==> config.mk <==
export PLATFORM = sky130hd
export DESIGN_NAME = ata_command_issue_top
export DESIGN_NICKNAME = d
export VERILOG_FILES = /design/src/design/ataci_pkg.sv /design/src/design/ataci_front.sv /design/src/design/ataci_queue.sv /design/src/design/ataci_back.sv /design/src/design/ata_command_issue_top.sv
export SDC_FILE = /design/constraint.sdc
export NUM_CORES = 1
export LEC_CHECK = 0
export CORE_ASPECT_RATIO = 0.8
export CORE_MARGIN = 10
export CORE_UTILIZATION = 55
export CTS_CLUSTER_DIAMETER = 30
export DETAILED_ROUTE_END_ITERATION = 8
export DONT_BUFFER_PORTS = 1
export PLACE_DENSITY_LB_ADDON = 0.15
export SKIP_LAST_GASP = 1
export SLEW_MARGIN = 20
export SYNTH_ARGS = -nofsm -noshare
export SYNTH_HDL_FRONTEND = slang
export SYNTH_SLANG_ARGS = --single-unit
export TNS_END_PERCENT = 5
==> constraint.sdc <==
create_clock -name clk -period 6.8 [get_ports clk]
set_input_delay 0.68 -clock clk [delete_from_list [all_inputs] [get_ports clk]]
set_output_delay 0.68 -clock clk [all_outputs]
set_load 0.1 [all_outputs]
==> src/design/ataci_pkg.sv <==
// ----------------------------------------------------------------------------
// ataci_pkg
// Shared types, codes and command tables for the ATA command issue block.
// ----------------------------------------------------------------------------
package ataci_pkg;

    localparam int NUM_WRITES = 13;
    localparam int STEP_W     = 4;
    localparam logic [STEP_W-1:0] STEP_LAST = STEP_W'(NUM_WRITES - 1);

    localparam int QDEPTH = 2;
    localparam int QPTR_W = 1;
    localparam int QCNT_W = 2;

    localparam logic [1:0] ST_OK        = 2'd0;
    localparam logic [1:0] ST_NO_DEVICE = 2'd1;
    localparam logic [1:0] ST_UNKNOWN   = 2'd2;
    localparam logic [1:0] ST_NOT_READY = 2'd3;

    localparam logic [2:0] RA_CONTROL  = 3'd0;
    localparam logic [2:0] RA_FEATURE  = 3'd1;
    localparam logic [2:0] RA_COUNT    = 3'd2;
    localparam logic [2:0] RA_SECTOR   = 3'd3;
    localparam logic [2:0] RA_CYL_LOW  = 3'd4;
    localparam logic [2:0] RA_CYL_HIGH = 3'd5;
    localparam logic [2:0] RA_SELECT   = 3'd6;
    localparam logic [2:0] RA_COMMAND  = 3'd7;

    localparam logic [1:0] TMO_NONE   = 2'd0;
    localparam logic [1:0] TMO_NORMAL = 2'd1;
    localparam logic [1:0] TMO_LONG   = 2'd2;

    localparam logic [3:0] CLS_NONE    = 4'd0;
    localparam logic [3:0] CLS_NONDATA = 4'd1;
    localparam logic [3:0] CLS_DMA     = 4'd4;
    localparam logic [3:0] CLS_DIAG    = 4'd6;

    localparam logic [7:0] OP_SEC_CONTROL = 8'h8E;
    localparam logic [7:0] OP_SMART       = 8'hB0;
    localparam logic [7:0] OP_SEC_ERASE   = 8'hF4;
    localparam logic [7:0] OP_READ_DMA    = 8'hC8;
    localparam logic [7:0] OP_READ_DMA48  = 8'h25;

    localparam logic [7:0] CTRL_NO_IRQ = 8'h02;
    localparam logic [7:0] CTRL_IRQ    = 8'h00;

    typedef struct packed {
        logic [1:0]  status;
        logic [3:0]  cls;
        logic [1:0]  tmo;
        logic        irq;
        logic        dma;
        logic [15:0] feat;
        logic [15:0] cnt;
        logic [15:0] sec;
        logic [15:0] cyl_low;
        logic [15:0] cyl_high;
        logic [7:0]  sel;
        logic [7:0]  op;
    } desc_t;

    function automatic logic [3:0] main_class(input logic [7:0] op);
        logic [3:0] k;
        case (op)
            8'h00, 8'h03, 8'h40, 8'h70, 8'h91, 8'hc0, 8'hc6, 8'hda, 8'hde,
            8'hdf, 8'he0, 8'he1, 8'he2, 8'he3, 8'he5, 8'he6, 8'he7, 8'hed,
            8'hef, 8'hf3, 8'hf5, 8'hf8, 8'hf9, 8'hea:          k = 4'd1;
            8'h20, 8'h87, 8'ha1, 8'hc4, 8'he4, 8'hec:          k = 4'd2;
            8'h30, 8'h38, 8'h92, 8'hc5, 8'hcd, 8'he8, 8'hf1,
            8'hf2, 8'hf4, 8'hf6:                               k = 4'd3;
            8'hc8, 8'hca, 8'h25, 8'h35:                        k = 4'd4;
            8'h08:                                             k = 4'd5;
            8'h90:                                             k = 4'd6;
            8'h8e, 8'hb0:                                      k = 4'd7;
            8'h32:                                             k = 4'd8;
            default:                                           k = CLS_NONE;
        endcase
        return k;
    endfunction

    function automatic logic [3:0] sec_class(input logic [7:0] sub);
        logic [3:0] k;
        case (sub)
            8'hf3, 8'hf4, 8'hf5: k = 4'd1;
            8'hec, 8'h20:        k = 4'd2;
            8'hf1, 8'hf2, 8'h30: k = 4'd3;
            default:             k = CLS_NONE;
        endcase
        return k;
    endfunction

    function automatic logic [3:0] smart_class(input logic [7:0] sub);
        logic [3:0] k;
        case (sub)
            8'hd2, 8'hd3, 8'hd4, 8'hd8, 8'hd9, 8'hda: k = 4'd1;
            8'hd0, 8'hd5:                             k = 4'd2;
            8'hd6:                                    k = 4'd3;
            default:                                  k = CLS_NONE;
        endcase
        return k;
    endfunction

    function automatic logic [2:0] step_addr(input logic [STEP_W-1:0] step);
        logic [2:0] a;
        case (step)
            4'd0:        a = RA_CONTROL;
            4'd1, 4'd6:  a = RA_FEATURE;
            4'd2, 4'd7:  a = RA_COUNT;
            4'd3, 4'd8:  a = RA_SECTOR;
            4'd4, 4'd9:  a = RA_CYL_LOW;
            4'd5, 4'd10: a = RA_CYL_HIGH;
            4'd11:       a = RA_SELECT;
            default:     a = RA_COMMAND;
        endcase
        return a;
    endfunction

endpackage

==> src/design/ataci_front.sv <==
// ----------------------------------------------------------------------------
// ataci_front
// Request intake: device check, command classification, readiness check,
// timeout and DMA direction choice; writes one descriptor per request.
// ----------------------------------------------------------------------------
module ataci_front (
    input  logic                 clk,
    input  logic                 rst_n,
    input  logic                 cfg_valid,
    output logic                 cfg_ready,
    input  logic [1:0]           cfg_data,
    input  logic                 push,
    input  logic                 q_full,
    output logic                 q_push,
    output ataci_pkg::desc_t     q_desc,
    input  logic [15:0]          feature_word,
    input  logic [15:0]          count_word,
    input  logic [15:0]          sector_word,
    input  logic [15:0]          cyl_low_word,
    input  logic [15:0]          cyl_high_word,
    input  logic [7:0]           select_byte,
    input  logic [7:0]           opcode,
    input  logic                 drive_ready
);

    logic [1:0] present_mask_reg;
    logic       dma_dir_reg;
    logic       dma_dir_next;
    logic [3:0] kind;
    logic       exempt;
    logic       timed;
    logic       long_erase;
    logic [1:0] st;

    assign cfg_ready = 1'b1;
    assign q_push    = push && !q_full;

    always_comb
    begin
        if (opcode == ataci_pkg::OP_SEC_CONTROL)
        begin
            kind = ataci_pkg::sec_class(feature_word[7:0]);
        end
        else if (opcode == ataci_pkg::OP_SMART)
        begin
            kind = ataci_pkg::smart_class(feature_word[7:0]);
        end
        else
        begin
            kind = ataci_pkg::main_class(opcode);
        end
    end

    assign exempt = opcode inside {8'h08, 8'h90, 8'h91, 8'hA0, 8'hA1};
    assign timed  = kind inside {ataci_pkg::CLS_NONDATA, ataci_pkg::CLS_DMA,
                                 ataci_pkg::CLS_DIAG};
    assign long_erase = (opcode == ataci_pkg::OP_SEC_ERASE) ||
                        ((opcode == ataci_pkg::OP_SEC_CONTROL) &&
                         (feature_word == {8'h00, ataci_pkg::OP_SEC_ERASE}));

    always_comb
    begin
        if (!present_mask_reg[select_byte[4]])
        begin
            st = ataci_pkg::ST_NO_DEVICE;
        end
        else if (kind == ataci_pkg::CLS_NONE)
        begin
            st = ataci_pkg::ST_UNKNOWN;
        end
        else if (!drive_ready && !exempt)
        begin
            st = ataci_pkg::ST_NOT_READY;
        end
        else
        begin
            st = ataci_pkg::ST_OK;
        end
    end

    assign dma_dir_next = (kind == ataci_pkg::CLS_DMA) ?
                          ((opcode != ataci_pkg::OP_READ_DMA) &&
                           (opcode != ataci_pkg::OP_READ_DMA48)) : dma_dir_reg;

    always_comb
    begin
        q_desc          = '0;
        q_desc.status   = st;
        q_desc.feat     = feature_word;
        q_desc.cnt      = count_word;
        q_desc.sec      = sector_word;
        q_desc.cyl_low  = cyl_low_word;
        q_desc.cyl_high = cyl_high_word;
        q_desc.sel      = select_byte;
        q_desc.op       = opcode;
        if (st == ataci_pkg::ST_OK || st == ataci_pkg::ST_NOT_READY)
        begin
            q_desc.cls = kind;
        end
        if (st == ataci_pkg::ST_OK)
        begin
            q_desc.irq = (kind == ataci_pkg::CLS_NONDATA);
            q_desc.dma = (kind == ataci_pkg::CLS_DMA) && dma_dir_next;
            if (timed)
            begin
                q_desc.tmo = long_erase ? ataci_pkg::TMO_LONG : ataci_pkg::TMO_NORMAL;
            end
            else
            begin
                q_desc.tmo = ataci_pkg::TMO_NONE;
            end
        end
    end

    always_ff @(posedge clk or negedge rst_n)
    begin
        if (!rst_n)
        begin
            present_mask_reg <= '0;
            dma_dir_reg      <= 1'b0;
        end
        else
        begin
            if (cfg_valid)
            begin
                present_mask_reg <= cfg_data;
            end
            if (q_push && st == ataci_pkg::ST_OK)
            begin
                dma_dir_reg <= dma_dir_next;
            end
        end
    end

endmodule

==> src/design/ataci_queue.sv <==
// ----------------------------------------------------------------------------
// ataci_queue
// Two-entry descriptor queue between intake and register sequencer.
// ----------------------------------------------------------------------------
module ataci_queue (
    input  logic             clk,
    input  logic             rst_n,
    input  logic             wr_en,
    input  ataci_pkg::desc_t wr_desc,
    output logic             full,
    input  logic             rd_en,
    output ataci_pkg::desc_t rd_desc,
    output logic             empty
);

    ataci_pkg::desc_t                 mem_reg [ataci_pkg::QDEPTH];
    logic [ataci_pkg::QPTR_W-1:0]     wr_ptr_reg;
    logic [ataci_pkg::QPTR_W-1:0]     rd_ptr_reg;
    logic [ataci_pkg::QCNT_W-1:0]     count_reg;
    logic [ataci_pkg::QCNT_W-1:0]     count_next;

    assign full    = (count_reg == ataci_pkg::QCNT_W'(ataci_pkg::QDEPTH));
    assign empty   = (count_reg == '0);
    assign rd_desc = mem_reg[rd_ptr_reg];

    always_comb
    begin
        count_next = count_reg;
        if (wr_en && !rd_en)
        begin
            count_next = count_reg + 1'b1;
        end
        else if (rd_en && !wr_en)
        begin
            count_next = count_reg - 1'b1;
        end
    end

    always_ff @(posedge clk)
    begin
        if (wr_en)
        begin
            mem_reg[wr_ptr_reg] <= wr_desc;
        end
    end

    always_ff @(posedge clk or negedge rst_n)
    begin
        if (!rst_n)
        begin
            wr_ptr_reg <= '0;
            rd_ptr_reg <= '0;
            count_reg  <= '0;
        end
        else
        begin
            if (wr_en)
            begin
                wr_ptr_reg <= wr_ptr_reg + 1'b1;
            end
            if (rd_en)
            begin
                rd_ptr_reg <= rd_ptr_reg + 1'b1;
            end
            count_reg <= count_next;
        end
    end

endmodule

==> src/design/ataci_back.sv <==
// ----------------------------------------------------------------------------
// ataci_back
// Register sequencer: expands a descriptor into the taskfile write
// sequence (or one error result) into a registered result stage.
// ----------------------------------------------------------------------------
module ataci_back (
    input  logic                 clk,
    input  logic                 rst_n,
    input  logic                 q_empty,
    input  ataci_pkg::desc_t     q_desc,
    output logic                 q_pop,
    output logic                 empty,
    input  logic                 pop,
    output logic [1:0]           status,
    output logic [2:0]           reg_addr,
    output logic [7:0]           reg_data,
    output logic [3:0]           cmd_class,
    output logic [1:0]           timeout_mode,
    output logic                 enable_done_irq,
    output logic                 dma_from_memory,
    output logic                 last
);

    logic [ataci_pkg::STEP_W-1:0] step_reg;
    logic                         out_valid_reg;
    logic [1:0]                   status_reg;
    logic [2:0]                   addr_reg;
    logic [7:0]                   data_reg;
    logic [3:0]                   cls_reg;
    logic [1:0]                   tmo_reg;
    logic                         irq_reg;
    logic                         dma_reg;
    logic                         last_reg;
    logic                         load;
    logic                         is_err;
    logic                         res_last;
    logic [7:0]                   res_data;

    assign load     = !q_empty && (!out_valid_reg || pop);
    assign is_err   = (q_desc.status != ataci_pkg::ST_OK);
    assign res_last = is_err || (step_reg == ataci_pkg::STEP_LAST);
    assign q_pop    = load && res_last;

    always_comb
    begin
        case (step_reg)
            4'd0:    res_data = (q_desc.tmo == ataci_pkg::TMO_NONE) ?
                                ataci_pkg::CTRL_NO_IRQ : ataci_pkg::CTRL_IRQ;
            4'd1:    res_data = q_desc.feat[15:8];
            4'd2:    res_data = q_desc.cnt[15:8];
            4'd3:    res_data = q_desc.sec[15:8];
            4'd4:    res_data = q_desc.cyl_low[15:8];
            4'd5:    res_data = q_desc.cyl_high[15:8];
            4'd6:    res_data = q_desc.feat[7:0];
            4'd7:    res_data = q_desc.cnt[7:0];
            4'd8:    res_data = q_desc.sec[7:0];
            4'd9:    res_data = q_desc.cyl_low[7:0];
            4'd10:   res_data = q_desc.cyl_high[7:0];
            4'd11:   res_data = q_desc.sel;
            default: res_data = q_desc.op;
        endcase
    end

    always_ff @(posedge clk)
    begin
        if (load)
        begin
            status_reg <= q_desc.status;
            cls_reg    <= q_desc.cls;
            tmo_reg    <= q_desc.tmo;
            irq_reg    <= q_desc.irq;
            dma_reg    <= q_desc.dma;
            last_reg   <= res_last;
            addr_reg   <= is_err ? ataci_pkg::RA_CONTROL : ataci_pkg::step_addr(step_reg);
            data_reg   <= is_err ? 8'h00 : res_data;
        end
    end

    always_ff @(posedge clk or negedge rst_n)
    begin
        if (!rst_n)
        begin
            step_reg      <= '0;
            out_valid_reg <= 1'b0;
        end
        else
        begin
            if (load)
            begin
                out_valid_reg <= 1'b1;
                step_reg      <= res_last ? '0 : step_reg + 1'b1;
            end
            else if (pop)
            begin
                out_valid_reg <= 1'b0;
            end
        end
    end

    assign empty           = !out_valid_reg;
    assign status          = status_reg;
    assign reg_addr        = addr_reg;
    assign reg_data        = data_reg;
    assign cmd_class       = cls_reg;
    assign timeout_mode    = tmo_reg;
    assign enable_done_irq = irq_reg;
    assign dma_from_memory = dma_reg;
    assign last            = last_reg;

endmodule

==> src/design/ata_command_issue_top.sv <==
// ----------------------------------------------------------------------------
// ata_command_issue_top
// ATA command issue: validates a command request and emits its taskfile
// register writes (48-bit style, high byte then low byte).
//
// Usage:
//   Config: write device_present_mask on cfg_data with cfg_valid; cfg_ready is
//   always high. Write it only while no request is in flight.
//   Input: a request transaction is taken when push is high and full is low.
//   Output: while empty is low the oldest result is on the result ports; pop
//   takes it. A good request gives 13 writes (control, high bytes, low bytes,
//   select, command), last set on the command write. A failed check gives one
//   result with nonzero status and last set.
//   Path: a request passes the descriptor queue, then the result register.
//   Throughput: one result per cycle while pop is high; a good request holds
//   the sequencer for all its writes and an error request for its one result;
//   a two-entry descriptor queue lets intake run ahead of the sequencer.
//   Stall: with pop low the result register holds; a descriptor stays queued
//   until its last write is loaded, and full rises once two are queued.
//   Reset: queue and result stage emptied, device mask and DMA direction
//   cleared.
// ----------------------------------------------------------------------------
module ata_command_issue_top (
    input  logic        clk,
    input  logic        rst_n,
    input  logic        cfg_valid,
    output logic        cfg_ready,
    input  logic [1:0]  cfg_data,
    input  logic        push,
    output logic        full,
    input  logic [15:0] feature_word,
    input  logic [15:0] count_word,
    input  logic [15:0] sector_word,
    input  logic [15:0] cyl_low_word,
    input  logic [15:0] cyl_high_word,
    input  logic [7:0]  select_byte,
    input  logic [7:0]  opcode,
    input  logic [15:0] block_count,
    input  logic        drive_ready,
    output logic        empty,
    input  logic        pop,
    output logic [1:0]  status,
    output logic [2:0]  reg_addr,
    output logic [7:0]  reg_data,
    output logic [3:0]  cmd_class,
    output logic [1:0]  timeout_mode,
    output logic        enable_done_irq,
    output logic        dma_from_memory,
    output logic        last
);

    logic             q_full;
    logic             q_empty;
    logic             q_push;
    logic             q_pop;
    ataci_pkg::desc_t wr_desc;
    ataci_pkg::desc_t rd_desc;
    logic [15:0]      pending_blocks_reg;

    assign full = q_full;

    // block count of the last classified transaction, kept as status
    always_ff @(posedge clk or negedge rst_n)
    begin
        if (!rst_n)
        begin
            pending_blocks_reg <= '0;
        end
        else if (q_push && wr_desc.cls != ataci_pkg::CLS_NONE)
        begin
            pending_blocks_reg <= block_count;
        end
    end

    ataci_front u_front (
        .clk           (clk),
        .rst_n         (rst_n),
        .cfg_valid     (cfg_valid),
        .cfg_ready     (cfg_ready),
        .cfg_data      (cfg_data),
        .push          (push),
        .q_full        (q_full),
        .q_push        (q_push),
        .q_desc        (wr_desc),
        .feature_word  (feature_word),
        .count_word    (count_word),
        .sector_word   (sector_word),
        .cyl_low_word  (cyl_low_word),
        .cyl_high_word (cyl_high_word),
        .select_byte   (select_byte),
        .opcode        (opcode),
        .drive_ready   (drive_ready)
    );

    ataci_queue u_queue (
        .clk     (clk),
        .rst_n   (rst_n),
        .wr_en   (q_push),
        .wr_desc (wr_desc),
        .full    (q_full),
        .rd_en   (q_pop),
        .rd_desc (rd_desc),
        .empty   (q_empty)
    );

    ataci_back u_back (
        .clk             (clk),
        .rst_n           (rst_n),
        .q_empty         (q_empty),
        .q_desc          (rd_desc),
        .q_pop           (q_pop),
        .empty           (empty),
        .pop             (pop),
        .status          (status),
        .reg_addr        (reg_addr),
        .reg_data        (reg_data),
        .cmd_class       (cmd_class),
        .timeout_mode    (timeout_mode),
        .enable_done_irq (enable_done_irq),
        .dma_from_memory (dma_from_memory),
        .last            (last)
    );

`ifndef SYNTHESIS
    a_err_single: assert property (@(posedge clk) disable iff (!rst_n)
        (!empty && status != ataci_pkg::ST_OK) |->
            (last && reg_addr == ataci_pkg::RA_CONTROL && reg_data == 8'h00))
        else $error("error result not a single cleared write");

    a_last_on_command: assert property (@(posedge clk) disable iff (!rst_n)
        (!empty && status == ataci_pkg::ST_OK) |->
            (last == (reg_addr == ataci_pkg::RA_COMMAND)))
        else $error("last not aligned with command write");

    a_no_class_on_fail: assert property (@(posedge clk) disable iff (!rst_n)
        (!empty && (status == ataci_pkg::ST_NO_DEVICE ||
                    status == ataci_pkg::ST_UNKNOWN)) |->
            (cmd_class == ataci_pkg::CLS_NONE))
        else $error("class reported on failed lookup");

    a_seq_order: assert property (@(posedge clk) disable iff (!rst_n)
        (!empty && pop && !last && status == ataci_pkg::ST_OK) |=>
            (!empty && (reg_addr != ataci_pkg::RA_CONTROL)))
        else $error("write sequence broken or restarted early");

    a_status_pending: assert property (@(posedge clk) disable iff (!rst_n)
        (q_push && wr_desc.cls != ataci_pkg::CLS_NONE) |=>
            (pending_blocks_reg == $past(block_count)))
        else $error("pending block count not captured");
`endif

endmodule
==> impl_results.html, run 1 <==
<table>
<tr><th>Metric</th><th>Value</th></tr>
<tr><th colspan="2">Die</th></tr>
<tr><td>I/O pin count</td><td>about 150</td></tr>
<tr><td>Overall die height</td><td>between 100 and 150 um</td></tr>
<tr><td>Die span in x</td><td>~170 um</td></tr>
<tr><td>Number of rows in the core area</td><td>44</td></tr>
<tr><td>Initial Util</td><td>0.5657</td></tr>
<tr><td>Die Area</td><td>between 0.02 and 0.025 mm2</td></tr>
<tr><td>Core region area</td><td>around 0.018 mm2</td></tr>
<tr><th colspan="2">STA</th></tr>
<tr><td>RSZ-0062 raised after global routing</td><td>no</td></tr>
<tr><td>Slew Limit Fails</td><td>0</td></tr>
<tr><td>Final setup viols</td><td>0</td></tr>
<tr><td>Tightest Pin Transition</td><td>around 0.97 ns</td></tr>
<tr><td>Final setup slack of the worst path</td><td>~3.6 ns</td></tr>
<tr><td>Final period utilization</td><td>0.4733</td></tr>
<tr><td>Normalized max-slew margin</td><td>0.3519</td></tr>
<tr><td>Final critical delay including setup and external delays</td><td>around 3.2 ns</td></tr>
<tr><td>Skew final</td><td>about 0.015 ns</td></tr>
<tr><td>Peak clock frequency supported by timing</td><td>310.7 MHz</td></tr>
<tr><td>Post-route setup TNS</td><td>0 ns</td></tr>
<tr><td>Final hold viol count</td><td>0</td></tr>
<tr><th colspan="2">Global routing</th></tr>
<tr><td>Remaining global-route overflow</td><td>0</td></tr>
<tr><td>Global routing usage summed across all routing layers</td><td>0.1862</td></tr>
<tr><td>Pin count of the biggest net entering global routing</td><td>63</td></tr>
<tr><td>Antenna violations before repair</td><td>0</td></tr>
<tr><td>Global-route wire length before repair</td><td>about 35,000 um</td></tr>
<tr><td>Vias in the first global route</td><td>just under 6,000</td></tr>
<tr><th colspan="2">Layout</th></tr>
<tr><td>Number of antenna repair diodes</td><td>0</td></tr>
<tr><td>Flip-flop count of the largest register, all copies and words added</td><td>~210</td></tr>
<tr><td>Layout cell share with drive strength beyond 1</td><td>0.1402</td></tr>
<tr><td>Final net count</td><td>about 800</td></tr>
<tr><td>Final standard cell utilization of the core</td><td>0.6375</td></tr>
<tr><td>Layout-stage area growth over the synthesis result</td><td>12.68%</td></tr>
<tr><th colspan="2">Routing</th></tr>
<tr><td>Wire length reported by the detailed router</td><td>23,890 um</td></tr>
<tr><td>Detailed router's first-iteration violation count</td><td>~750</td></tr>
<tr><td>First-pass detailed-route iteration total</td><td>5</td></tr>
<tr><td>Wire length per cell</td><td>24.91 um</td></tr>
<tr><td>Final antenna-violating net count</td><td>0</td></tr>
<tr><td>Residual DRC</td><td>0</td></tr>
<tr><td>Via/cell ratio</td><td>between 6 and 7</td></tr>
<tr><td>Detailed-route via count</td><td>5,989</td></tr>
<tr><th colspan="2">Setup path</th></tr>
<tr><td>Worst Setup Start Kind</td><td>register</td></tr>
<tr><td>Type of destination of the critical path</td><td>register</td></tr>
<tr><td>Type of the setup path with the least slack</td><td>reg -&gt; reg</td></tr>
<tr><td>Required time reported for the critical path endpoint</td><td>7.01 ns</td></tr>
<tr><td>Critical Path Fanout Max</td><td>48</td></tr>
<tr><td>Arrival time reported for the critical path endpoint</td><td>3.43 ns</td></tr>
<tr><th colspan="2">Logic synthesis</th></tr>
<tr><td>Count of distinct cell types in the synthesized netlist</td><td>70</td></tr>
<tr><td>Most common flop cell mapped by yosys</td><td>sky130_fd_sc_hd__edfxtp_1</td></tr>
<tr><td>Avg Synthesized Cell Area</td><td>approximately 15 um2</td></tr>
<tr><td>Post-Syn Instances</td><td>roughly 680</td></tr>
<tr><td>Sequential area share after synthesis</td><td>0.7041</td></tr>
<tr><td>Synth Register Bits</td><td>between 200 and 250</td></tr>
<tr><td>Syn_nets</td><td>809</td></tr>
<tr><td>Cell area after synthesis</td><td>around 0.010 mm2</td></tr>
<tr><td>Fraction of registers with async set/reset</td><td>0.04490</td></tr>
<tr><td>Synth Warn #</td><td>0</td></tr>
<tr><td>EDFF count, synth</td><td>around 230</td></tr>
<tr><th colspan="2">Clocking</th></tr>
<tr><td>Post-CTS sizing</td><td>0</td></tr>
<tr><td>Hold buffers post-CTS</td><td>1</td></tr>
<tr><td>Total clock buffers created by CTS</td><td>36</td></tr>
<tr><td>Clock slew seen by the registers of the worst setup and hold paths</td><td>0.06 ns</td></tr>
<tr><td>CTS tree</td><td>yes</td></tr>
<tr><td>Root buf cell</td><td>sky130_fd_sc_hd__clkbuf_16</td></tr>
<tr><td>H-tree depth</td><td>2</td></tr>
<tr><td>Buffer count from post-CTS setup fixing</td><td>0</td></tr>
<tr><td>Clock Sink Count</td><td>around 250</td></tr>
<tr><td>CTS max path bufs</td><td>3</td></tr>
<tr><td>Latest clock arrival within the worst-skew pair</td><td>around 0.5 ns</td></tr>
<tr><th colspan="2">Placement</th></tr>
<tr><td>Final weighted congestion of routability-driven global placement</td><td>about 0.87</td></tr>
<tr><td>Dpl ws</td><td>about 3.6 ns</td></tr>
<tr><td>Number of port buffers</td><td>0</td></tr>
<tr><td>Detailed-placement wirelength estimate</td><td>16,090 um</td></tr>
<tr><th colspan="2">Min path</th></tr>
<tr><td>Hold Path Class</td><td>in -&gt; reg</td></tr>
<tr><th colspan="2">Power and ir drop</th></tr>
<tr><td>Total power divided by cell area</td><td>468.2 mW/mm2</td></tr>
<tr><td>Static power due to leakage</td><td>~4 nW</td></tr>
<tr><td>Maximum VDD drop</td><td>roughly 0.00042 V</td></tr>
<tr><th colspan="2">Outcome</th></tr>
<tr><td>Run status</td><td>complete, no violations</td></tr>
<tr><th colspan="2">Run</th></tr>
<tr><td>Number of max-cap violations</td><td>0</td></tr>
</table>
## report_power, final
part	total (W)	internal [W]	switching [W]
clock network	0.00174	0.00113	0.000612
logic	0.000973	0.000352	0.000621
registers	0.00275	0.00213	0.000621
total	0.00547	0.00362	0.00185
## per-stage QoR
step                      cell area, um2  hold slack [ns]  instances  power [W]
after floorplan                    10370           0.3844        682   0.003499
after global placement             10540           0.3850        900   0.003726
after detailed placement           10540           0.3850        900   0.003760
after CTS                          11690           0.2565        959   0.005509
after global routing               11690           0.2510        959   0.005693
final                              11690           0.2700        959   0.005471
## path summary, 6_finish.rpt
check | startpoint | end | slack (ns) | depth (start not counted)
worst max-delay path | u_queue.rd_ptr_reg | u_back.reg_data[2] | 3.58 | 5
min in group asynchronous | rst_n | u_front.present_mask_reg[0] | 0.64 | 1
worst min-delay path | count_word[10] | u_queue.mem_reg[0][74] | 0.27 | 0
max in group asynchronous | rst_n | u_queue.rd_ptr_reg | 5.71 | 1
worst min register to register | u_back.out_valid_reg | u_back.out_valid_reg | 0.50 | 2
worst max register to register | u_queue.rd_ptr_reg | u_back.reg_data[2] | 3.58 | 5
## critical path: stages (launching register included)
cell	delay, ns
sky130_fd_sc_hd__dfrtp_4	0.87
sky130_fd_sc_hd__buf_4	0.76
sky130_fd_sc_hd__mux2i_1	0.30
sky130_fd_sc_hd__o22ai_1	0.14
sky130_fd_sc_hd__nor4_1	0.65
sky130_fd_sc_hd__a31oi_1	0.16
## layer usage
| layer | up-vias | wire length, um | track usage |
|---|---|---|---|
| met2 | 279 | 11180 | 0.2925 |
| met3 | 48 | 2780 | 0.08274 |
| met5 | - | 0 | 0 |
| met4 | 0 | 498 | 0.05842 |
| met1 | 2955 | 9430 | 0.2283 |
| li1 | 2707 | - | - |
## layout by cell type, fill, tap and decap left out, types with 10 or more instances in the layout
| cell type | count |
|---|---|
| sky130_fd_sc_hd__a31oi_1 | 13 |
| sky130_fd_sc_hd__nor4_1 | 10 |
| sky130_fd_sc_hd__o21ai_0 | 17 |
| sky130_fd_sc_hd__mux2i_1 | 61 |
| sky130_fd_sc_hd__nor3_1 | 12 |
| sky130_fd_sc_hd__dfrtp_1 | 10 |
| sky130_fd_sc_hd__nand2_1 | 51 |
| sky130_fd_sc_hd__clkbuf_16 | 37 |
| sky130_fd_sc_hd__nand3_1 | 12 |
| sky130_fd_sc_hd__nor2_1 | 20 |
| sky130_fd_sc_hd__mux2_2 | 23 |
| sky130_fd_sc_hd__edfxtp_1 | 234 |
| sky130_fd_sc_hd__o22ai_1 | 30 |
## final cells by class
type                       count  area [um2]
inverter                       7       26.28
tap                          253       316.6
clock buffer                  40       937.1
sequential                   245        7306
multi-input combinational    389        2846
fill                        1353        6646
timing repair buffer           7       55.05
clock inverter                18       198.9
## logic make-up after synthesis
logic type                 share of synthesized area
DFF                                           0.7041
muxes                                        0.08529
AOI/OAI and AO/OA                            0.07963
other                                      0.0003616
buffers and inverters                        0.02268
adders and majority gates                   0.008445
xor gates and xnor gates                    0.005912
and+or+nand+nor                              0.09362
## Yosys cell counts (3+ instances only)
cell,instances,area share
sky130_fd_sc_hd__nor3b_1,4,0.0029
sky130_fd_sc_hd__and2_1,8,0.0048
sky130_fd_sc_hd__a22oi_1,7,0.0051
sky130_fd_sc_hd__dfrtp_1,11,0.027
sky130_fd_sc_hd__nand2b_1,4,0.0024
sky130_fd_sc_hd__mux2_2,23,0.025
sky130_fd_sc_hd__a31oi_1,13,0.0078
sky130_fd_sc_hd__a21oi_1,9,0.0043
sky130_fd_sc_hd__nor3_1,12,0.0058
sky130_fd_sc_hd__xnor2_1,4,0.0034
sky130_fd_sc_hd__mux2i_1,61,0.059
sky130_fd_sc_hd__xor2_1,3,0.0025
sky130_fd_sc_hd__nor2b_1,9,0.0054
sky130_fd_sc_hd__nand2_1,51,0.018
sky130_fd_sc_hd__nor2_1,21,0.0076
sky130_fd_sc_hd__nand3_1,12,0.0058
sky130_fd_sc_hd__buf_4,5,0.0036
sky130_fd_sc_hd__inv_1,7,0.0025
sky130_fd_sc_hd__a222oi_1,6,0.0058
sky130_fd_sc_hd__a32o_1,4,0.0039
sky130_fd_sc_hd__o21ai_0,17,0.0082
sky130_fd_sc_hd__ha_1,7,0.0084
sky130_fd_sc_hd__a32oi_1,9,0.0076
sky130_fd_sc_hd__nand3b_1,3,0.0022
sky130_fd_sc_hd__and3_1,6,0.0036
sky130_fd_sc_hd__or2_1,3,0.0018
sky130_fd_sc_hd__nand4_1,4,0.0024
sky130_fd_sc_hd__buf_1,5,0.0018
sky130_fd_sc_hd__or3_1,4,0.0024
sky130_fd_sc_hd__clkbuf_1,12,0.0043
sky130_fd_sc_hd__o22ai_1,30,0.018
sky130_fd_sc_hd__buf_2,17,0.0082
sky130_fd_sc_hd__edfxtp_1,234,0.68
sky130_fd_sc_hd__a221oi_1,3,0.0025
sky130_fd_sc_hd__nor4_1,10,0.0060
Power figures use the tool's default switching activity.
==> run 2: changes to the inputs <==
clock period = 2.7 ns   (was 6.8 ns; I/O delays follow)
==> run 2 against run 1 <==
Combinational power rose to 3.0 times the previous value. Fmax rose by 27%. Global-route usage rose by 2.6 points. Hold slack got worse by 0.24 ns.
==> impl_results.html, run 2 (synthesized netlist as in run 1, its figures left out) <==
<table>
<tr><th>Metric</th><th>Value</th></tr>
<tr><th colspan="2">Die</th></tr>
<tr><td>Number of rows in the core area</td><td>44 (unchanged)</td></tr>
<tr><td>Die Area</td><td>0.02478 mm2 (unchanged)</td></tr>
<tr><td>I/O pin count</td><td>145 (unchanged)</td></tr>
<tr><td>Core region area</td><td>0.01833 mm2 (unchanged)</td></tr>
<tr><td>Overall die height</td><td>142.8 um (unchanged)</td></tr>
<tr><td>Initial Util</td><td>0.5657 (unchanged)</td></tr>
<tr><td>Die span in x</td><td>173.5 um (unchanged)</td></tr>
<tr><th colspan="2">Clocking</th></tr>
<tr><td>Latest clock arrival within the worst-skew pair</td><td>0.51 ns (about the same)</td></tr>
<tr><td>CTS tree</td><td>yes</td></tr>
<tr><td>H-tree depth</td><td>2 (unchanged)</td></tr>
<tr><td>Buffer count from post-CTS setup fixing</td><td>0 (unchanged)</td></tr>
<tr><td>Post-CTS sizing</td><td>0 (unchanged)</td></tr>
<tr><td>Hold buffers post-CTS</td><td>102 (+101)</td></tr>
<tr><td>Root buf cell</td><td>sky130_fd_sc_hd__clkbuf_16</td></tr>
<tr><td>Total clock buffers created by CTS</td><td>38 (+5.6%)</td></tr>
<tr><td>Clock Sink Count</td><td>245 (unchanged)</td></tr>
<tr><td>CTS max path bufs</td><td>3 (unchanged)</td></tr>
<tr><td>Clock slew seen by the registers of the worst setup and hold paths</td><td>0.05 ns (about the same)</td></tr>
<tr><th colspan="2">STA</th></tr>
<tr><td>RSZ-0062 raised after global routing</td><td>no</td></tr>
<tr><td>Normalized max-slew margin</td><td>0.3469 (-0.004950)</td></tr>
<tr><td>Slew Limit Fails</td><td>0 (unchanged)</td></tr>
<tr><td>Final period utilization</td><td>0.9399 (+0.4666)</td></tr>
<tr><td>Final hold viol count</td><td>0 (unchanged)</td></tr>
<tr><td>Peak clock frequency supported by timing</td><td>394.0 MHz (+27%)</td></tr>
<tr><td>Skew final</td><td>0.01154 ns (-0.003001 ns)</td></tr>
<tr><td>Tightest Pin Transition</td><td>0.9817 ns (+0.007441 ns)</td></tr>
<tr><td>Final critical delay including setup and external delays</td><td>2.538 ns (-0.6805 ns)</td></tr>
<tr><td>Hold_ws</td><td>0.03497 ns (-0.2350 ns)</td></tr>
<tr><td>Final setup viols</td><td>0 (unchanged)</td></tr>
<tr><th colspan="2">Layout</th></tr>
<tr><td>Final net count</td><td>942 (+16%)</td></tr>
<tr><td>Flip-flop count of the largest register, all copies and words added</td><td>212 (unchanged)</td></tr>
<tr><td>Layout cell share with drive strength beyond 1</td><td>0.1593 (+0.01911)</td></tr>
<tr><td>Layout-stage area growth over the synthesis result</td><td>25.40%</td></tr>
<tr><td>FILL cells</td><td>1,201 (-11%)</td></tr>
<tr><td>Leading cell types in the layout, fill and taps excluded</td><td>234 x sky130_fd_sc_hd__edfxtp_1, 102 x sky130_fd_sc_hd__dlygate4sd3_1, 61 x sky130_fd_sc_hd__mux2i_1</td></tr>
<tr><td>Non-Filler Instances</td><td>1,094 (+14%)</td></tr>
<tr><td>Most frequent standard cell in the layout excluding fill and tap cells</td><td>sky130_fd_sc_hd__edfxtp_1</td></tr>
<tr><td>Number of antenna repair diodes</td><td>0 (unchanged)</td></tr>
<tr><td>Final standard cell utilization of the core</td><td>0.7094 (+0.07193)</td></tr>
<tr><th colspan="2">Routing</th></tr>
<tr><td>Wire length reported by the detailed router</td><td>27,000 um (+13%)</td></tr>
<tr><td>Detailed-route via count</td><td>6,700 (+12%)</td></tr>
<tr><td>Residual DRC</td><td>0 (unchanged)</td></tr>
<tr><td>Detailed router's first-iteration violation count</td><td>808 (+7.2%)</td></tr>
<tr><td>Final antenna-violating net count</td><td>0 (unchanged)</td></tr>
<tr><td>Wire length per cell</td><td>24.68 um (-0.92%)</td></tr>
<tr><td>First-pass detailed-route iteration total</td><td>5 (unchanged)</td></tr>
<tr><td>Via/cell ratio</td><td>6.124 (-1.9%)</td></tr>
<tr><th colspan="2">Global routing</th></tr>
<tr><td>Vias in the first global route</td><td>6,858 (+15%)</td></tr>
<tr><td>Antenna violations before repair</td><td>0 (unchanged)</td></tr>
<tr><td>Remaining global-route overflow</td><td>0 (unchanged)</td></tr>
<tr><td>Pin count of the biggest net entering global routing</td><td>83 (+32%)</td></tr>
<tr><td>Global routing usage summed across all routing layers</td><td>0.2122 (+0.02605)</td></tr>
<tr><td>Global-route wire length before repair</td><td>40,770 um (+16%)</td></tr>
<tr><th colspan="2">Min path</th></tr>
<tr><td>Hold Path Class</td><td>in -&gt; reg</td></tr>
<tr><th colspan="2">Power and ir drop</th></tr>
<tr><td>Static power due to leakage</td><td>4.576 nW (+15%)</td></tr>
<tr><td>Part of the total power dissipated in the clock network</td><td>0.314 (-0.005)</td></tr>
<tr><td>Total power divided by cell area</td><td>1104 mW/mm2 (+140%)</td></tr>
<tr><td>Maximum VDD drop</td><td>0.0007629 V (+81%)</td></tr>
<tr><td>Net switching power</td><td>0.005001 W (+170%)</td></tr>
<tr><td>Sw Ratio</td><td>0.3484 (+0.009630)</td></tr>
<tr><td>Internal power</td><td>0.009352 W (+160%)</td></tr>
<tr><td>Proportion of power drawn by combinational gates</td><td>0.206 (+0.028)</td></tr>
<tr><td>Sequential cell fraction of total power</td><td>0.480 (-0.023)</td></tr>
<tr><th colspan="2">Setup path</th></tr>
<tr><td>Type of destination of the critical path</td><td>register</td></tr>
<tr><td>Required time reported for the critical path endpoint</td><td>2.95 ns (-4.06 ns)</td></tr>
<tr><td>Crit path buf inv count</td><td>1 (unchanged)</td></tr>
<tr><td>CP peak stage delay</td><td>0.47 ns (-0.40 ns)</td></tr>
<tr><td>Cell-by-cell listing of the critical path</td><td>inv_1 &gt; ha_1 &gt; nand2_1 &gt; o22ai_1 &gt; or3_1 &gt; a31oi_1 &gt; a221oi_1</td></tr>
<tr><td>Arrival time reported for the critical path endpoint</td><td>2.79 ns (-0.64 ns)</td></tr>
<tr><td>Type of the setup path with the least slack</td><td>reg -&gt; reg</td></tr>
<tr><td>Worst Setup Start Kind</td><td>register</td></tr>
<tr><td>Crit path max-delay family</td><td>compound AO/OA/AOI/OAI gates</td></tr>
<tr><td>Worst reg2reg setup slack</td><td>0.16 ns (-3.42 ns)</td></tr>
<tr><td>Critical Path Fanout Max</td><td>8 (-83%)</td></tr>
<tr><td>Critical-path top delay cell</td><td>sky130_fd_sc_hd__dfrtp_1</td></tr>
<tr><th colspan="2">Outcome</th></tr>
<tr><td>Run status</td><td>complete, no violations</td></tr>
<tr><th colspan="2">Placement</th></tr>
<tr><td>Final weighted congestion of routability-driven global placement</td><td>0.8672 (-0.66%)</td></tr>
<tr><td>Number of port buffers</td><td>0 (unchanged)</td></tr>
<tr><td>Detailed-placement wirelength estimate</td><td>17,190 um (+6.8%)</td></tr>
<tr><td>Placed Cells</td><td>926 (+2.9%)</td></tr>
<tr><th colspan="2">Run</th></tr>
<tr><td>Number of max-cap violations</td><td>0 (unchanged)</td></tr>
</table>
run 2: layout make-up:
| type | count | area (um2) | area share |
|---|---|---|---|
| Timing Repair Buffer | 134 | 1324 | 0.1018 |
| Sequential cell | 245 | 7306 | 0.5618 |
| Inverter | 7 | 26.28 | 0.002020 |
| Clock inverter | 24 | 198.9 | 0.01530 |
| Tap cell | 253 | 316.6 | 0.02434 |
| Clock buffer | 42 | 987.2 | 0.07591 |
| Multi-Input combinational cell | 389 | 2846 | 0.2189 |
run 2: through the flow:
stage / TNS [ns] / setup WS, ns / instance area [um2] / power, W
6_report: 0 / 0.1622 / 13010 / 0.01435
5_1_grt: 0 / 0.06180 / 13010 / 0.01487
3_5_place_dp: 0 / 0.06721 / 10800 / 0.009676
3_3_place_gp: 0 / 0.1259 / 10800 / 0.009592
2_1_floorplan: -87.86 / -0.8289 / 10380 / 0.008769
4_1_cts: 0 / 0.2059 / 13010 / 0.01435
run 2: power by group through the flow:
| stage | registers [W] | logic [W] | clock network [W] |
|---|---|---|---|
| floorplan | 0.00679 | 0.00198 | 0 |
| global placement | 0.00689 | 0.00270 | 0 |
| detailed placement | 0.00692 | 0.00275 | 0 |
| CTS | 0.00687 | 0.00293 | 0.00455 |
| global route | 0.00696 | 0.00316 | 0.00475 |
| finish | 0.00688 | 0.00295 | 0.00451 |
run 2: path summary, 6_finish.rpt:
path                                       from                           to  cells past startpoint
setup / recovery             u_back.step_reg[0]           u_back.reg_data[1]                      7
hold / removal                             push           u_queue.wr_ptr_reg                      2
setup reg to reg             u_back.step_reg[0]           u_back.reg_data[1]                      7
hold reg to reg            u_back.out_valid_reg         u_back.out_valid_reg                      2
max in group asynchronous                 rst_n           u_queue.rd_ptr_reg                      1
min in group asynchronous                 rst_n  u_front.present_mask_reg[1]                      1
run 2: metal layers:
layer | global-route usage | up-vias | part of all wire
met4 | 0.07111 | 0 | 0.027
li1 | - | 2985 | -
met3 | 0.05534 | 57 | 0.079
met5 | 0 | - | 0
met1 | 0.2715 | 3358 | 0.41
met2 | 0.3477 | 300 | 0.48
==> run 3: changes to the inputs <==
PLACE_DENSITY = 0.73   (was default)
PLACE_DENSITY_LB_ADDON = default   (was 0.15)
==> run 3 against run 2 <==
Clock-buffer cell count is 4 lower. Register-to-register slack worse by 0.04 ns. Total power is 1.3% higher. Design area is 0.22% higher. Sequential cell count stayed put. Routed wire length is 1.9% higher. Clock skew is 0.014 ns higher. Cell count is 0.18% lower. Combinational power is 2% higher. First-iteration DRC count is 2.8% higher. Sequential share of layout area is 0.11 points lower. Clock power is 3% higher. Critical endpoint is now u_back.reg_data[2]. Largest cell class unchanged.
==> impl_results.html, run 3 (synthesized netlist as in run 1, its figures left out) <==
<table>
<tr><th>Metric</th><th>Value</th></tr>
<tr><th colspan="2">Outcome</th></tr>
<tr><td>Run status</td><td>complete, no violations</td></tr>
<tr><th colspan="2">Power and ir drop</th></tr>
<tr><td>Final total power</td><td>0.01454 W (+1.3%)</td></tr>
<tr><td>Total power divided by cell area</td><td>1116 mW/mm2 (+1.1%)</td></tr>
<tr><td>Static power due to leakage</td><td>4.577 nW (about the same)</td></tr>
<tr><td>Sw Ratio</td><td>0.3545 (+0.006090)</td></tr>
<tr><td>Internal power</td><td>0.009386 W (+0.36%)</td></tr>
<tr><td>Proportion of power drawn by combinational gates</td><td>0.207 (about the same)</td></tr>
<tr><td>Sequential cell fraction of total power</td><td>0.473 (-0.007)</td></tr>
<tr><td>Maximum VDD drop</td><td>0.0008049 V (+5.5%)</td></tr>
<tr><td>Part of the total power dissipated in the clock network</td><td>0.320 (+0.006)</td></tr>
<tr><td>Net switching power</td><td>0.005155 W (+3.1%)</td></tr>
<tr><th colspan="2">STA</th></tr>
<tr><td>Post-route setup TNS</td><td>0 ns (unchanged)</td></tr>
<tr><td>Skew final</td><td>0.02542 ns (+0.01388 ns)</td></tr>
<tr><td>Final period utilization</td><td>0.9535 (+0.01360)</td></tr>
<tr><td>Peak clock frequency supported by timing</td><td>388.4 MHz (-1.4%)</td></tr>
<tr><td>Normalized max-slew margin</td><td>0.3512 (+0.004307)</td></tr>
<tr><td>Final setup viols</td><td>0 (unchanged)</td></tr>
<tr><td>RSZ-0062 raised after global routing</td><td>no</td></tr>
<tr><td>Final hold viol count</td><td>0 (unchanged)</td></tr>
<tr><td>Final critical delay including setup and external delays</td><td>2.574 ns (+0.03673 ns)</td></tr>
<tr><td>Hold_ws</td><td>0.1492 ns (+0.1142 ns)</td></tr>
<tr><td>Slew Limit Fails</td><td>0 (unchanged)</td></tr>
<tr><td>Tightest Pin Transition</td><td>0.9752 ns (-0.006474 ns)</td></tr>
<tr><th colspan="2">Die</th></tr>
<tr><td>I/O pin count</td><td>145 (unchanged)</td></tr>
<tr><td>Initial Util</td><td>0.5657 (unchanged)</td></tr>
<tr><td>Number of rows in the core area</td><td>44 (unchanged)</td></tr>
<tr><td>Core region area</td><td>0.01833 mm2 (unchanged)</td></tr>
<tr><td>Overall die height</td><td>142.8 um (unchanged)</td></tr>
<tr><td>Die span in x</td><td>173.5 um (unchanged)</td></tr>
<tr><td>Die Area</td><td>0.02478 mm2 (unchanged)</td></tr>
<tr><th colspan="2">Routing</th></tr>
<tr><td>Wire length reported by the detailed router</td><td>27,520 um (+1.9%)</td></tr>
<tr><td>Residual DRC</td><td>0 (unchanged)</td></tr>
<tr><td>Met2 WL</td><td>13,090 um (+0.81%)</td></tr>
<tr><td>Detail Route met3 WL</td><td>3021 um (+42%)</td></tr>
<tr><td>Highest metal layer used by the detailed router</td><td>met5</td></tr>
<tr><td>Via/cell ratio</td><td>6.237 (+1.8%)</td></tr>
<tr><td>Detailed router's first-iteration violation count</td><td>831 (+2.8%)</td></tr>
<tr><td>Wire length per cell</td><td>25.20 um (+2.1%)</td></tr>
<tr><td>Final antenna-violating net count</td><td>0 (unchanged)</td></tr>
<tr><td>Detailed-route via count</td><td>6,811 (+1.7%)</td></tr>
<tr><td>Routed metal-1 wirelength</td><td>10,880 um (-2.6%)</td></tr>
<tr><td>First-pass detailed-route iteration total</td><td>9 (+4)</td></tr>
<tr><th colspan="2">Global routing</th></tr>
<tr><td>Pin count of the biggest net entering global routing</td><td>107 (+29%)</td></tr>
<tr><td>Remaining global-route overflow</td><td>0 (unchanged)</td></tr>
<tr><td>Global-route wire length before repair</td><td>41,420 um (+1.6%)</td></tr>
<tr><td>Antenna violations before repair</td><td>2 (+2)</td></tr>
<tr><td>Global routing usage summed across all routing layers</td><td>0.2170 (+0.004811)</td></tr>
<tr><td>Vias in the first global route</td><td>6,953 (+1.4%)</td></tr>
<tr><th colspan="2">Setup path</th></tr>
<tr><td>Type of destination of the critical path</td><td>register</td></tr>
<tr><td>Required time reported for the critical path endpoint</td><td>2.91 ns (-0.04 ns)</td></tr>
<tr><td>Arrival time reported for the critical path endpoint</td><td>2.79 ns (about the same)</td></tr>
<tr><td>Worst Setup Start Kind</td><td>register</td></tr>
<tr><td>Critical Path Fanout Max</td><td>11 (+3)</td></tr>
<tr><td>Type of the setup path with the least slack</td><td>reg -&gt; reg</td></tr>
<tr><th colspan="2">Layout</th></tr>
<tr><td>Layout cell share with drive strength beyond 1</td><td>0.1613 (+0.001956)</td></tr>
<tr><td>Final net count</td><td>939 (-0.32%)</td></tr>
<tr><td>Leading cell types in the layout, fill and taps excluded</td><td>234 x sky130_fd_sc_hd__edfxtp_1, 103 x sky130_fd_sc_hd__dlygate4sd3_1, 61 x sky130_fd_sc_hd__mux2i_1</td></tr>
<tr><td>Flip-flop count of the largest register, all copies and words added</td><td>212 (unchanged)</td></tr>
<tr><td>Layout-stage area growth over the synthesis result</td><td>25.67%</td></tr>
<tr><td>Most frequent standard cell in the layout excluding fill and tap cells</td><td>sky130_fd_sc_hd__edfxtp_1</td></tr>
<tr><th colspan="2">Clocking</th></tr>
<tr><td>Total clock buffers created by CTS</td><td>37 (-2.6%)</td></tr>
<tr><td>Latest clock arrival within the worst-skew pair</td><td>0.52 ns (about the same)</td></tr>
<tr><td>Buffer count from post-CTS setup fixing</td><td>0 (unchanged)</td></tr>
<tr><td>CTS max path bufs</td><td>3 (unchanged)</td></tr>
<tr><td>CTS tree</td><td>yes</td></tr>
<tr><td>H-tree depth</td><td>2 (unchanged)</td></tr>
<tr><td>Clock slew seen by the registers of the worst setup and hold paths</td><td>0.06 ns (about the same)</td></tr>
<tr><td>Clock Sink Count</td><td>245 (unchanged)</td></tr>
<tr><td>Root buf cell</td><td>sky130_fd_sc_hd__clkbuf_16</td></tr>
<tr><th colspan="2">Placement</th></tr>
<tr><td>Number of port buffers</td><td>0 (unchanged)</td></tr>
<tr><td>Final weighted congestion of routability-driven global placement</td><td>0.8681 (+0.10%)</td></tr>
<tr><td>Detailed-placement wirelength estimate</td><td>17,390 um (+1.2%)</td></tr>
<tr><th colspan="2">Min path</th></tr>
<tr><td>Hold Path Class</td><td>in -&gt; async</td></tr>
<tr><th colspan="2">Run</th></tr>
<tr><td>Number of max-cap violations</td><td>0 (unchanged)</td></tr>
</table>
## run 3: changes by cell type in the layout (fill, tap and decap cells not counted), moves of 2 or more
| cell | change |
|---|---|
| sky130_fd_sc_hd__clkinv_2 | -3 |
| sky130_fd_sc_hd__diode_2 | +2 |
| sky130_fd_sc_hd__clkbuf_16 | -2 |
| sky130_fd_sc_hd__clkbuf_1 | -2 |
| sky130_fd_sc_hd__clkinv_1 | -3 |
| sky130_fd_sc_hd__buf_4 | -4 |
| sky130_fd_sc_hd__inv_6 | +2 |
| sky130_fd_sc_hd__inv_8 | +2 |
## run 3: power by group through the flow
stage          combinational (W)  sequential, W  clock, W
2_1_floorplan            0.00198        0.00679         0
3_3_place_gp             0.00270        0.00688         0
3_5_place_dp             0.00278        0.00693         0
4_1_cts                  0.00296        0.00687   0.00469
5_1_grt                  0.00321        0.00695   0.00487
6_report                 0.00301        0.00687   0.00466
## run 3: per-stage QoR
step,setup WS (ns),utilization,area (um2),std cells
after CTS,0.1738,0.7106,13030,1090
final,0.1255,0.7110,13030,1092
after global routing,0.06739,0.7108,13030,1091
after floorplan,-0.8289,-,10380,682
after global placement,0.08338,0.5885,10790,923
after detailed placement,0.05120,0.5885,10790,923
## run 3: layout make-up
cell class / instances / area [um2]
Sequential cell: 245 / 7307
Inverter: 7 / 26.28
Clock buffer: 38 / 929.6
Tap cell: 253 / 316.6
Antenna cell: 2 / 5.005
Fill cell: 1174 / 5299
Multi-Input combinational cell: 389 / 2846
Clock inverter: 26 / 279.0
Timing Repair Buffer: 132 / 1324
## run 3: final timing paths
path	start	to	slack, ns	cells past startpoint
min in group clk	opcode[5]	u_queue.mem_reg[1][103]	0.16	2
setup / recovery	u_back.step_reg[2]	u_back.reg_data[2]	0.13	6
max in group asynchronous	rst_n	u_queue.rd_ptr_reg	2.17	1
hold / removal	rst_n	u_front.present_mask_reg[0]	0.15	1
hold reg to reg	u_back.out_valid_reg	u_back.out_valid_reg	0.51	2
setup reg to reg	u_back.step_reg[2]	u_back.reg_data[2]	0.13	6
## run 3: worst max-delay path, cell delays in order (launching register included)
cell and delay, ns:
sky130_fd_sc_hd__dfrtp_1 0.49, sky130_fd_sc_hd__nor2b_1 0.19, sky130_fd_sc_hd__buf_4 0.19, sky130_fd_sc_hd__nand2_1 0.37
sky130_fd_sc_hd__o22ai_1 0.21, sky130_fd_sc_hd__nor4_1 0.53, sky130_fd_sc_hd__a31oi_1 0.28
## run 3: layer usage
metal / GRT usage / up-vias
met4: 0.06793 / 2
met2: 0.3461 / 430
met3: 0.07115 / 49
met5: 0 / -
li1: - / 2977
met1: 0.2782 / 3353
## run 3: what timing repair did
action | CTS | global route
hold buffers | 103 | 0
setup endpoints to repair | 0 | 2
resized for setup | 0 | 1
endpoints found under the hold margin | 207 | 0
